<file path="config.mk">
export PLATFORM = sky130hd
export DESIGN_NAME = keyed_fifo_queue_top
export DESIGN_NICKNAME = d
export VERILOG_FILES = /design/src/rtl/kfq_pkg.sv /design/src/rtl/kfq_ctrl.sv /design/src/rtl/kfq_dp.sv /design/src/rtl/keyed_fifo_queue_top.sv
export SDC_FILE = /design/constraint.sdc
export NUM_CORES = 2
export LEC_CHECK = 0
export BUFFER_PORTS_ARGS = -buffer_cell sky130_fd_sc_hd__buf_2
export CAP_MARGIN = 20
export CORE_UTILIZATION = 44
export DETAILED_ROUTE_END_ITERATION = 16
export HOLD_SLACK_MARGIN = 0.02
export PLACE_DENSITY = 0.61
export SLEW_MARGIN = 10
export SYNTH_ARGS = -nofsm -noshare
export SYNTH_HDL_FRONTEND = slang
export SYNTH_SLANG_ARGS = --single-unit
</file>
<file path="constraint.sdc">
create_clock -name clock -period 8.6 [get_ports clock]
set_clock_uncertainty 0.15 [all_clocks]
set_input_delay 0.86 -clock clock [delete_from_list [all_inputs] [get_ports clock]]
set_output_delay 0.86 -clock clock [all_outputs]
set_load 0.05 [all_outputs]
</file>
<file path="src/rtl/kfq_pkg.sv">
package kfq_pkg;

   // field widths of a transaction
   localparam int FUNC_W   = 3;
   localparam int KEY_W    = 32;
   localparam int HANDLE_W = 32;
   localparam int STATUS_W = 2;
   localparam int FILL_W   = 5;

   // default queue depth
   localparam int DEFAULT_DEPTH = 16;

   // stream widths (tdata padded to whole bytes)
   localparam int REQ_USER_W = FUNC_W;
   localparam int REQ_DATA_W = KEY_W + HANDLE_W;
   localparam int RSP_USER_W = STATUS_W + 1;
   localparam int RSP_BITS   = HANDLE_W + KEY_W + 1 + FILL_W;
   localparam int RSP_DATA_W = ((RSP_BITS + 7) / 8) * 8;

   // operation codes
   typedef enum logic [FUNC_W-1:0] {
      FUNC_ENQUEUE = 3'd0,
      FUNC_DEQUEUE = 3'd1,
      FUNC_PEEK    = 3'd2,
      FUNC_LOOKUP  = 3'd3,
      FUNC_REMOVE  = 3'd4
   } func_type;

   // result status codes
   typedef enum logic [STATUS_W-1:0] {
      STATUS_OK   = 2'd0,
      STATUS_MISS = 2'd1,
      STATUS_FULL = 2'd2,
      STATUS_NULL = 2'd3
   } status_type;

   // controller states
   typedef enum logic {
      STATE_IDLE = 1'b0,
      STATE_EXEC = 1'b1
   } state_type;

   // controller to datapath commands
   typedef struct packed {
      logic capture;
      logic execute;
   } cmd_type;

endpackage

</file>
<file path="src/rtl/kfq_ctrl.sv">
module kfq_ctrl (
   input  logic              clock,
   input  logic              reset,
   input  logic              req_tvalid,
   output logic              req_tready,
   output logic              rsp_tvalid,
   input  logic              rsp_tready,
   output kfq_pkg::cmd_type  cmd
);

   kfq_pkg::state_type state_ff;
   kfq_pkg::state_type state_in;
   logic               rsp_valid_ff;
   logic               rsp_valid_in;

   // state and result valid registers
   always_ff @(posedge clock) begin
      if (reset) begin
         state_ff     <= kfq_pkg::STATE_IDLE;
         rsp_valid_ff <= 1'b0;
      end else begin
         state_ff     <= state_in;
         rsp_valid_ff <= rsp_valid_in;
      end
   end

   // next state and commands
   always_comb begin
      state_in     = state_ff;
      rsp_valid_in = rsp_valid_ff && !rsp_tready;
      req_tready   = 1'b0;
      cmd          = '0;
      case (state_ff)
         kfq_pkg::STATE_IDLE: begin
            // take a transaction once the result slot is free or draining
            req_tready  = !rsp_valid_ff || rsp_tready;
            cmd.capture = req_tvalid && req_tready;
            if (cmd.capture) begin
               state_in = kfq_pkg::STATE_EXEC;
            end
         end
         kfq_pkg::STATE_EXEC: begin
            cmd.execute  = 1'b1;
            rsp_valid_in = 1'b1;
            state_in     = kfq_pkg::STATE_IDLE;
         end
         default: begin
            state_in = kfq_pkg::STATE_IDLE;
         end
      endcase
   end

   assign rsp_tvalid = rsp_valid_ff;

endmodule

</file>
<file path="src/rtl/kfq_dp.sv">
module kfq_dp #(
   parameter int DEPTH = kfq_pkg::DEFAULT_DEPTH
) (
   input  logic                                clock,
   input  logic                                reset,
   input  kfq_pkg::cmd_type                    cmd,
   input  logic [kfq_pkg::FUNC_W-1:0]          req_func,
   input  logic signed [kfq_pkg::KEY_W-1:0]    req_key,
   input  logic [kfq_pkg::HANDLE_W-1:0]        req_handle,
   output logic [kfq_pkg::STATUS_W-1:0]        rsp_status,
   output logic                                rsp_found,
   output logic [kfq_pkg::HANDLE_W-1:0]        rsp_handle,
   output logic signed [kfq_pkg::KEY_W-1:0]    rsp_key,
   output logic                                rsp_empty,
   output logic [kfq_pkg::FILL_W-1:0]          rsp_fill
);

   localparam int CW = $clog2(DEPTH + 1);

   // slot cells, head at index 0
   logic [kfq_pkg::KEY_W-1:0]    cell_key_ff [DEPTH];
   logic [kfq_pkg::KEY_W-1:0]    cell_key_in [DEPTH];
   logic [kfq_pkg::HANDLE_W-1:0] cell_hdl_ff [DEPTH];
   logic [kfq_pkg::HANDLE_W-1:0] cell_hdl_in [DEPTH];
   logic [kfq_pkg::KEY_W-1:0]    up_key [DEPTH];
   logic [kfq_pkg::HANDLE_W-1:0] up_hdl [DEPTH];
   logic [CW-1:0]                count_ff;
   logic [CW-1:0]                count_in;

   // captured transaction and match vector
   kfq_pkg::func_type            op_ff;
   logic [kfq_pkg::KEY_W-1:0]    key_ff;
   logic [kfq_pkg::HANDLE_W-1:0] hdl_ff;
   logic [DEPTH-1:0]             match_ff;
   logic [DEPTH-1:0]             match_in;

   // first-match decode
   logic [DEPTH-1:0]             thermo;
   logic [DEPTH-1:0]             first;
   logic                         hit;
   logic                         enq_ok;
   logic                         drop;
   logic [kfq_pkg::KEY_W-1:0]    sel_key;
   logic [kfq_pkg::HANDLE_W-1:0] sel_hdl;

   // result register
   logic [kfq_pkg::STATUS_W-1:0] status_ff;
   logic [kfq_pkg::STATUS_W-1:0] status_in;
   logic                         found_ff;
   logic                         found_in;
   logic [kfq_pkg::HANDLE_W-1:0] out_hdl_ff;
   logic [kfq_pkg::HANDLE_W-1:0] out_hdl_in;
   logic [kfq_pkg::KEY_W-1:0]    out_key_ff;
   logic [kfq_pkg::KEY_W-1:0]    out_key_in;
   logic                         empty_ff;
   logic                         empty_in;
   logic [kfq_pkg::FILL_W-1:0]   fill_ff;
   logic [kfq_pkg::FILL_W-1:0]   fill_in;

   // neighbour taps and match prefix per cell
   for (genvar g = 0; g < DEPTH; g++) begin : g_cell
      if (g < DEPTH - 1) begin : g_up
         assign up_key[g] = cell_key_ff[g+1];
         assign up_hdl[g] = cell_hdl_ff[g+1];
      end else begin : g_last
         assign up_key[g] = cell_key_ff[g];
         assign up_hdl[g] = cell_hdl_ff[g];
      end
      assign thermo[g] = |match_ff[g:0];
      if (g == 0) begin : g_head
         assign first[g] = match_ff[g];
      end else begin : g_rest
         assign first[g] = match_ff[g] && !thermo[g-1];
      end
   end

   // parallel compare of the incoming key against the live slots, or a pick of the head for dequeue and peek
   always_comb begin
      for (int i = 0; i < DEPTH; i++) begin
         if (req_func == kfq_pkg::FUNC_DEQUEUE || req_func == kfq_pkg::FUNC_PEEK) begin
            match_in[i] = (i == 0) && (count_ff != '0);
         end else begin
            match_in[i] = (CW'(i) < count_ff) && (cell_key_ff[i] == req_key);
         end
      end
   end

   // selected entry, and/or mux over the one-hot first match
   always_comb begin
      sel_key = '0;
      sel_hdl = '0;
      for (int i = 0; i < DEPTH; i++) begin
         sel_key = sel_key | (cell_key_ff[i] & {kfq_pkg::KEY_W{first[i]}});
         sel_hdl = sel_hdl | (cell_hdl_ff[i] & {kfq_pkg::HANDLE_W{first[i]}});
      end
   end

   assign hit    = thermo[DEPTH-1];
   assign enq_ok = (op_ff == kfq_pkg::FUNC_ENQUEUE) && (hdl_ff != '0)
                   && (count_ff != CW'(DEPTH));
   assign drop   = hit && (op_ff == kfq_pkg::FUNC_DEQUEUE || op_ff == kfq_pkg::FUNC_REMOVE);

   // cell update: append at tail, close the gap on removal
   always_comb begin
      for (int i = 0; i < DEPTH; i++) begin
         cell_key_in[i] = cell_key_ff[i];
         cell_hdl_in[i] = cell_hdl_ff[i];
         if (cmd.execute && drop && thermo[i]) begin
            cell_key_in[i] = up_key[i];
            cell_hdl_in[i] = up_hdl[i];
         end else if (cmd.execute && enq_ok && CW'(i) == count_ff) begin
            cell_key_in[i] = key_ff;
            cell_hdl_in[i] = hdl_ff;
         end
      end
   end

   // fill count
   always_comb begin
      count_in = count_ff;
      if (cmd.execute && enq_ok) begin
         count_in = count_ff + CW'(1);
      end else if (cmd.execute && drop) begin
         count_in = count_ff - CW'(1);
      end
   end

   // result fields
   always_comb begin
      status_in  = kfq_pkg::STATUS_OK;
      found_in   = 1'b0;
      out_hdl_in = '0;
      out_key_in = '0;
      case (op_ff)
         kfq_pkg::FUNC_ENQUEUE: begin
            if (hdl_ff == '0) begin
               status_in = kfq_pkg::STATUS_NULL;
            end else if (count_ff == CW'(DEPTH)) begin
               status_in = kfq_pkg::STATUS_FULL;
            end
         end
         kfq_pkg::FUNC_DEQUEUE, kfq_pkg::FUNC_PEEK,
         kfq_pkg::FUNC_LOOKUP, kfq_pkg::FUNC_REMOVE: begin
            if (hit) begin
               found_in   = 1'b1;
               out_hdl_in = sel_hdl;
               out_key_in = sel_key;
            end else begin
               status_in = kfq_pkg::STATUS_MISS;
            end
         end
         default: begin
            status_in = kfq_pkg::STATUS_OK;
         end
      endcase
      empty_in = (count_in == '0);
      fill_in  = kfq_pkg::FILL_W'(count_in);
   end

   // count register
   always_ff @(posedge clock) begin
      if (reset) begin
         count_ff <= '0;
      end else begin
         count_ff <= count_in;
      end
   end

   // slot cells
   always_ff @(posedge clock) begin
      for (int i = 0; i < DEPTH; i++) begin
         cell_key_ff[i] <= cell_key_in[i];
         cell_hdl_ff[i] <= cell_hdl_in[i];
      end
   end

   // transaction capture
   always_ff @(posedge clock) begin
      if (cmd.capture) begin
         op_ff    <= kfq_pkg::func_type'(req_func);
         key_ff   <= req_key;
         hdl_ff   <= req_handle;
         match_ff <= match_in;
      end
   end

   // result register
   always_ff @(posedge clock) begin
      if (cmd.execute) begin
         status_ff  <= status_in;
         found_ff   <= found_in;
         out_hdl_ff <= out_hdl_in;
         out_key_ff <= out_key_in;
         empty_ff   <= empty_in;
         fill_ff    <= fill_in;
      end
   end

   assign rsp_status = status_ff;
   assign rsp_found  = found_ff;
   assign rsp_handle = out_hdl_ff;
   assign rsp_key    = out_key_ff;
   assign rsp_empty  = empty_ff;
   assign rsp_fill   = fill_ff;

endmodule

</file>
<file path="src/rtl/keyed_fifo_queue_top.sv">
// result: valid once the accepted request has been captured and its cell update has run in the execute state
// flow: capture and compare, then cell update, before the next transaction is taken;
//    a new request waits until any earlier result is taken, at the earliest in that cycle
// reset (synchronous): queue emptied and result channel cleared; slot contents
//    are left as they are and only read below the fill count
module keyed_fifo_queue_top #(
   parameter int DEPTH = kfq_pkg::DEFAULT_DEPTH
) (
   input  logic                              clock,
   input  logic                              reset,
   input  logic                              req_tvalid,
   output logic                              req_tready,
   // search_key [31:0], entry_handle [63:32]
   input  logic [kfq_pkg::REQ_DATA_W-1:0]    req_tdata,
   // func [2:0]
   input  logic [kfq_pkg::REQ_USER_W-1:0]    req_tuser,
   output logic                              rsp_tvalid,
   input  logic                              rsp_tready,
   // out_handle [31:0], out_key [63:32], is_empty [64], fill_level [69:65], zero [71:70]
   output logic [kfq_pkg::RSP_DATA_W-1:0]    rsp_tdata,
   // status [1:0], found [2]
   output logic [kfq_pkg::RSP_USER_W-1:0]    rsp_tuser
);

   kfq_pkg::cmd_type                 cmd;
   logic [kfq_pkg::STATUS_W-1:0]     status;
   logic                             found;
   logic [kfq_pkg::HANDLE_W-1:0]     out_handle;
   logic signed [kfq_pkg::KEY_W-1:0] out_key;
   logic                             is_empty;
   logic [kfq_pkg::FILL_W-1:0]       fill_level;

   // handshake controller
   kfq_ctrl u_ctrl (
      .clock      (clock),
      .reset      (reset),
      .req_tvalid (req_tvalid),
      .req_tready (req_tready),
      .rsp_tvalid (rsp_tvalid),
      .rsp_tready (rsp_tready),
      .cmd        (cmd)
   );

   // slot cells and result register
   kfq_dp #(
      .DEPTH (DEPTH)
   ) u_dp (
      .clock      (clock),
      .reset      (reset),
      .cmd        (cmd),
      .req_func   (req_tuser[kfq_pkg::FUNC_W-1:0]),
      .req_key    (req_tdata[kfq_pkg::KEY_W-1:0]),
      .req_handle (req_tdata[kfq_pkg::KEY_W +: kfq_pkg::HANDLE_W]),
      .rsp_status (status),
      .rsp_found  (found),
      .rsp_handle (out_handle),
      .rsp_key    (out_key),
      .rsp_empty  (is_empty),
      .rsp_fill   (fill_level)
   );

   // result packing
   assign rsp_tdata = kfq_pkg::RSP_DATA_W'({fill_level, is_empty, out_key, out_handle});
   assign rsp_tuser = {found, status};

   // one transaction in flight: no new request right after an accept
   assert property (@(posedge clock) disable iff (reset)
      (req_tvalid && req_tready) |=> !req_tready)
      else $error("request taken while a transaction is in flight");

   // every accepted request gives a registered result after the capture and execute states
   assert property (@(posedge clock) disable iff (reset)
      (req_tvalid && req_tready) |-> ##2 rsp_tvalid)
      else $error("result missing after accepted request");

   // a found entry always reports ok status
   assert property (@(posedge clock) disable iff (reset)
      (rsp_tvalid && found) |-> (status == kfq_pkg::STATUS_OK))
      else $error("found entry with failing status");

   // empty flag agrees with the fill level while the depth is below 32
   assert property (@(posedge clock) disable iff (reset)
      rsp_tvalid |-> ((DEPTH >= 32) || (is_empty == (fill_level == '0))))
      else $error("empty flag disagrees with fill level");

endmodule
</file>
# Word-level counts from Yosys, hierarchy flattened
# Memories as Yosys holds them, arrays and structs flattened.
# Cells that the tools add are included.
totals:
  register_bits: 163
  ram_bits: 1024
  input_bits: 71
  out_inout_bits: 77
  elab_cells: 327
  n_memories: 2
op_classes:
  add_sub_neg: 2
  order_cmp: 16
  eq_ne: 39
  mux: 78
  n_bitwise: 63
  reduce_logical: 113
mem_list:
  columns: ["name", "words", "width", "rd", "rd_ports_with_merged_regs", "write_ports", "line_no", "source"]
  rows:
  - ["u_dp.cell_hdl_ff", 16, 32, 16, 0, 16, "kfq_dp.sv:23", "logic [kfq_pkg::HANDLE_W-1:0] cell_hdl_ff [DEPTH];"]
  - ["u_dp.cell_key_ff", 16, 32, 16, 0, 16, "kfq_dp.sv:21", "logic [kfq_pkg::KEY_W-1:0] cell_key_ff [DEPTH];"]
ops:
  columns: ["operator", "n"]
  rows:
  - ["32-bit two-way mux", 64]
  - ["32-bit bitwise AND", 32]
  - ["32-bit OR", 30]
  - ["32-bit == test", 16]
  - ["1-bit logical AND", 70]
  - ["4-bit by 5-bit == test with 1-bit output, first input constant", 8]
  - ["4-bit by 5-bit less-than comparator with 1-bit output, first input constant", 8]
  - ["32-bit zero test", 1]
  - ["32-bit nonzero test", 1]
  - ["3-bit by 5-bit == test with 1-bit output, first input constant", 4]
  - ["3-bit by 5-bit less-than comparator with 1-bit output, first input constant", 4]
  - ["1-bit zero test", 17]
  - ["16-bit OR reduction", 1]
  - ["15-bit OR reduction", 1]
  - ["14-bit OR reduction", 1]
  - ["13-bit OR reduction", 1]
  - ["12-bit OR reduction", 1]
  - ["11-bit OR reduction", 1]
  - ["2-bit by 5-bit == test with 1-bit output, first input constant", 2]
  - ["5-bit zero test", 2]
  - ["1-bit by 5-bit less-than comparator with 1-bit output, first input constant", 2]
  - ["2-bit by 5-bit less-than comparator with 1-bit output, first input constant", 2]
  - ["5-bit two-way mux", 2]
  - ["10-bit OR reduction", 1]
  - ["25 further kinds", 39]

# Logic depth before layout (Yosys ltp)
depth:
  ltp_word: 18
  mapped_depth: 10
  ltp_nobuf: 7

# Hierarchy
# Synthesis repeated with hierarchy kept, for this count alone.
hier_totals:
  hier_cells: 4291
  hier_area_um2: 60733.2
modules_own_cells:
  columns: ["module", "n_inst", "cells_per_inst", "area_per_inst_um2", "seq_area_each_um2"]
  rows:
  - ["kfq_dp", 1, 4277, 60594.4, 35534.1]
  - ["kfq_ctrl", 1, 9, 105.1, 40.0]
  - ["keyed_fifo_queue_top", 1, 5, 33.8, 0.0]

# Worst setup path after synthesis
# Ideal clock, no wire load.
synth_timing:
  kind: "reg-to-reg"
  startpoint: "register u_ctrl.state_ff (netlist name)"
  endpoint: "memory u_dp.cell_hdl_ff[11][0] (netlist bit) (enable)"
  setup_ns: 0.585
  arrival_ns: 7.342
  required_ns: 7.865
  setup_slack_ns: 0.524
  path_stages_with_launch: 4
  n_path_buf: 1
  period_less_slack_ns: 8.076
  path_cell_list: "dfxtp_1 > clkbuf_1 > o211ai_1 > o32ai_1"
synth_lines:
  columns: ["element", "line_no"]
  rows:
  - ["end: declaration", "kfq_dp.sv:23"]

==> reports/results.tsv <==
metric	value	unit
status	complete, no violations	
timing.final.crit_share	0.590	
end_kind	flop	
hold_violations	0	
synth.yosys.warnings	0	
path_max_fanout	61	
cts_sinks	1187	
netlist_instances	4175	
drive_gt1_frac	0.337	
critical-path-max-stage-delay	0.81	ns
ir_drop	0.172	mV
syn_area	60200	um^2
clk_latency	0.81	ns
grt_max_degree	66	
gp_congestion	1.09	
root_buffer	clkbuf_16	
crit_chain	buf_4 > o211ai_1 > nor2b_1 > nand2_1 > o22ai_4 > buf_4	
ios	148	
register_area	35600	um^2
slew_viol_final	0	
startpoint_type	flop	
drt_iter0_drc	7058	
max_freq	197	MHz
synth.distinct_cells	54	
period_minus_slack	5.08	ns
grt_antenna_before_repair	20	
cts_setup_buffers	0	
synth.area.top_cells	edfxtp_1 59%, mux2_2 18%, xnor2_1 4.2%	
max_cap_violations	0	
worst_path_max_delay_cell	buf_4	
ys_ff_latch	1187	
fin_setup_tns	0	ns
num-nets-final	4260	
synth_ff_type	edfxtp_1	
vias_per_cell	6.94	
slew_headroom	0.167	
crit_type	reg -> reg	
synth-edff-count	1180	
cts_buffers	137	
wl_per_cell	41.9	um
tritoncts	done	
cp_data_arrival_time	5.34	ns
ctsResizeCount	0	
syn_avg_cell_area	14.4	um^2
area_growth	11.9	%
yosys-top-cells-count	1180 x edfxtp_1, 958 x mux2_2, 290 x clkbuf_1, 289 x xnor2_1, 228 x xor2_1	
drcViolationCount	0	
ctsHoldBuffers	0	
start_util	0.444	
critPathTopFamily	buffers and inverters	
synth-seq-area-share	0.591	
postLayoutCellArea	67300	um^2
die_h	372	um
grt_pass1_wl	343000	um
drt-pass1-iter-count	9	
critPathRequiredTime	8.87	ns
grt_util_all_layers	0.364	
path_buf_inv	2	
ant_nets	0	
power_leakage	0.0210	uW
hold_path.class	in -> reg	
clk_pin_slew	0.06	ns
async_reset_ff_frac	0	
rsz0062_at_grt	no	
yosysTopAreaCell	edfxtp_1	
port_buffers	145	
worst_pin_slew	1.25	ns
drt-total-wl	255000	um
yosysMostFrequentCell	edfxtp_1	
hold_ws	0.0704	ns
grt_pass1_vias	38800	
p_per_area	212	nW/um^2
multi_input_area	23500	um^2
setup_viol	0	
clockBufferDepth	3	
via_count	42200	
grt_overflow_total	0	
place_area	62800	um^2
dpl.hpwl	166000	um
die_area	138000	um^2
worst_path_most_repeated_cell	buf_4	
h-tree-depth	4	
synth_top_area_share	0.589	
fill_cells	11700	
die_w	372	um
rows	135	
core_area	136000	um^2
power breakdown:
part	internal, uW	switching [uW]	leakage (uW)
Sequential	6590	193	0.0108
Combinational	523	1010	0.00796
Clock	3400	2540	0.00217
cells in the final DEF (no fill, tap or decap), types with 8 or more instances in the layout:
cell       count
nor2b_1        8
a21oi_1       54
a22oi_1      163
nor2_4        11
nand4_1      104
xnor2_1      289
o2bb2ai_1     14
a31oi_1       22
nor4_1        88
a221o_1       74
bufinv_16     12
edfxtp_1    1180
nand3b_1      21
inv_1          9
a221oi_1      78
clkinv_1      35
buf_4        104
a22o_1        21
buf_2        146
nand3_1       10
a222oi_1      20
o21ai_0       17
clkbuf_1      25
nand2_1      142
nor3_1        38
xor2_1       227
mux2_2       958
nor2_1        16
a41oi_1       30
clkinv_2      19
a32oi_1       65
o211ai_1      52
clkbuf_16    142
layout make-up:
class,instances,share of cell area
flip-flops and latches,1187,0.529
multi-input cells,2599,0.349
clock buffers,167,0.0542
well taps,1781,0.0331
repair buffers,250,0.0225
clock inverters,79,0.0118
inverters,9,0.000502
diodes,6,0.000223
state kept, by name, summed over array words and instances, names as in the netlist:
register,flops
u_dp.rsp_fill,5
u_dp.rsp_found,1
u_dp.op_ff,3
u_dp.hdl_ff,32
u_dp.rsp_empty,1
u_dp.match_ff,16
u_ctrl.rsp_tvalid,1
u_dp.rsp_key,32
u_ctrl.state_ff,1
u_dp.rsp_status,2
u_dp.count_ff,5
u_dp.rsp_handle,32
u_dp.cell_hdl_ff,512
u_dp.cell_key_ff,512
u_dp.key_ff,32
routing by layer:
layer	routed length [um]	part of all wire	GRT usage
met5	86	0.00034	0
met1	105000	0.41	0.513
met3	30700	0.12	0.111
met2	109000	0.43	0.528
met4	9530	0.037	0.123
stage by stage:
| step | std cells | utilization | worst slack, ns | power (uW) |
|---|---|---|---|---|
| after global routing | 6074 | 0.496 | 3.42 | 14500 |
| after detailed placement | 5826 | 0.463 | 3.56 | 8370 |
| after global placement | 5825 | 0.463 | 3.58 | 8370 |
| final | 6078 | 0.496 | 3.52 | 14300 |
| after floorplan | 4176 | - | 0.524 | 7720 |
| after CTS | 6072 | 0.496 | 3.52 | 14200 |
cells by family after synthesis:
group                    Yosys count  synth area share
AO/OA/AOI/OAI                    637            0.0842
XOR/XNOR                         517            0.0753
adder cells (fa/ha/maj)            5           0.00104
buffers and inverters            390            0.0257
flip-flops                      1187             0.591
multiplexers                     962             0.180
other                              1         0.0000623
AND/OR/NAND/NOR                  476            0.0423
worst paths after layout:
check / end / start / slack (ns) / cells after the start
max: u_dp.cell_key_ff[3][11] / u_ctrl.state_ff / 3.52 / 6
max reg2reg: u_dp.cell_key_ff[3][11] / u_ctrl.state_ff / 3.52 / 6
min: u_dp.hdl_ff[8] / req_tdata[40] / 0.07 / 1
min reg2reg: u_dp.cell_hdl_ff[13][28] / u_dp.cell_hdl_ff[14][28] / 0.42 / 1
(Power assumes the default switching activity.)
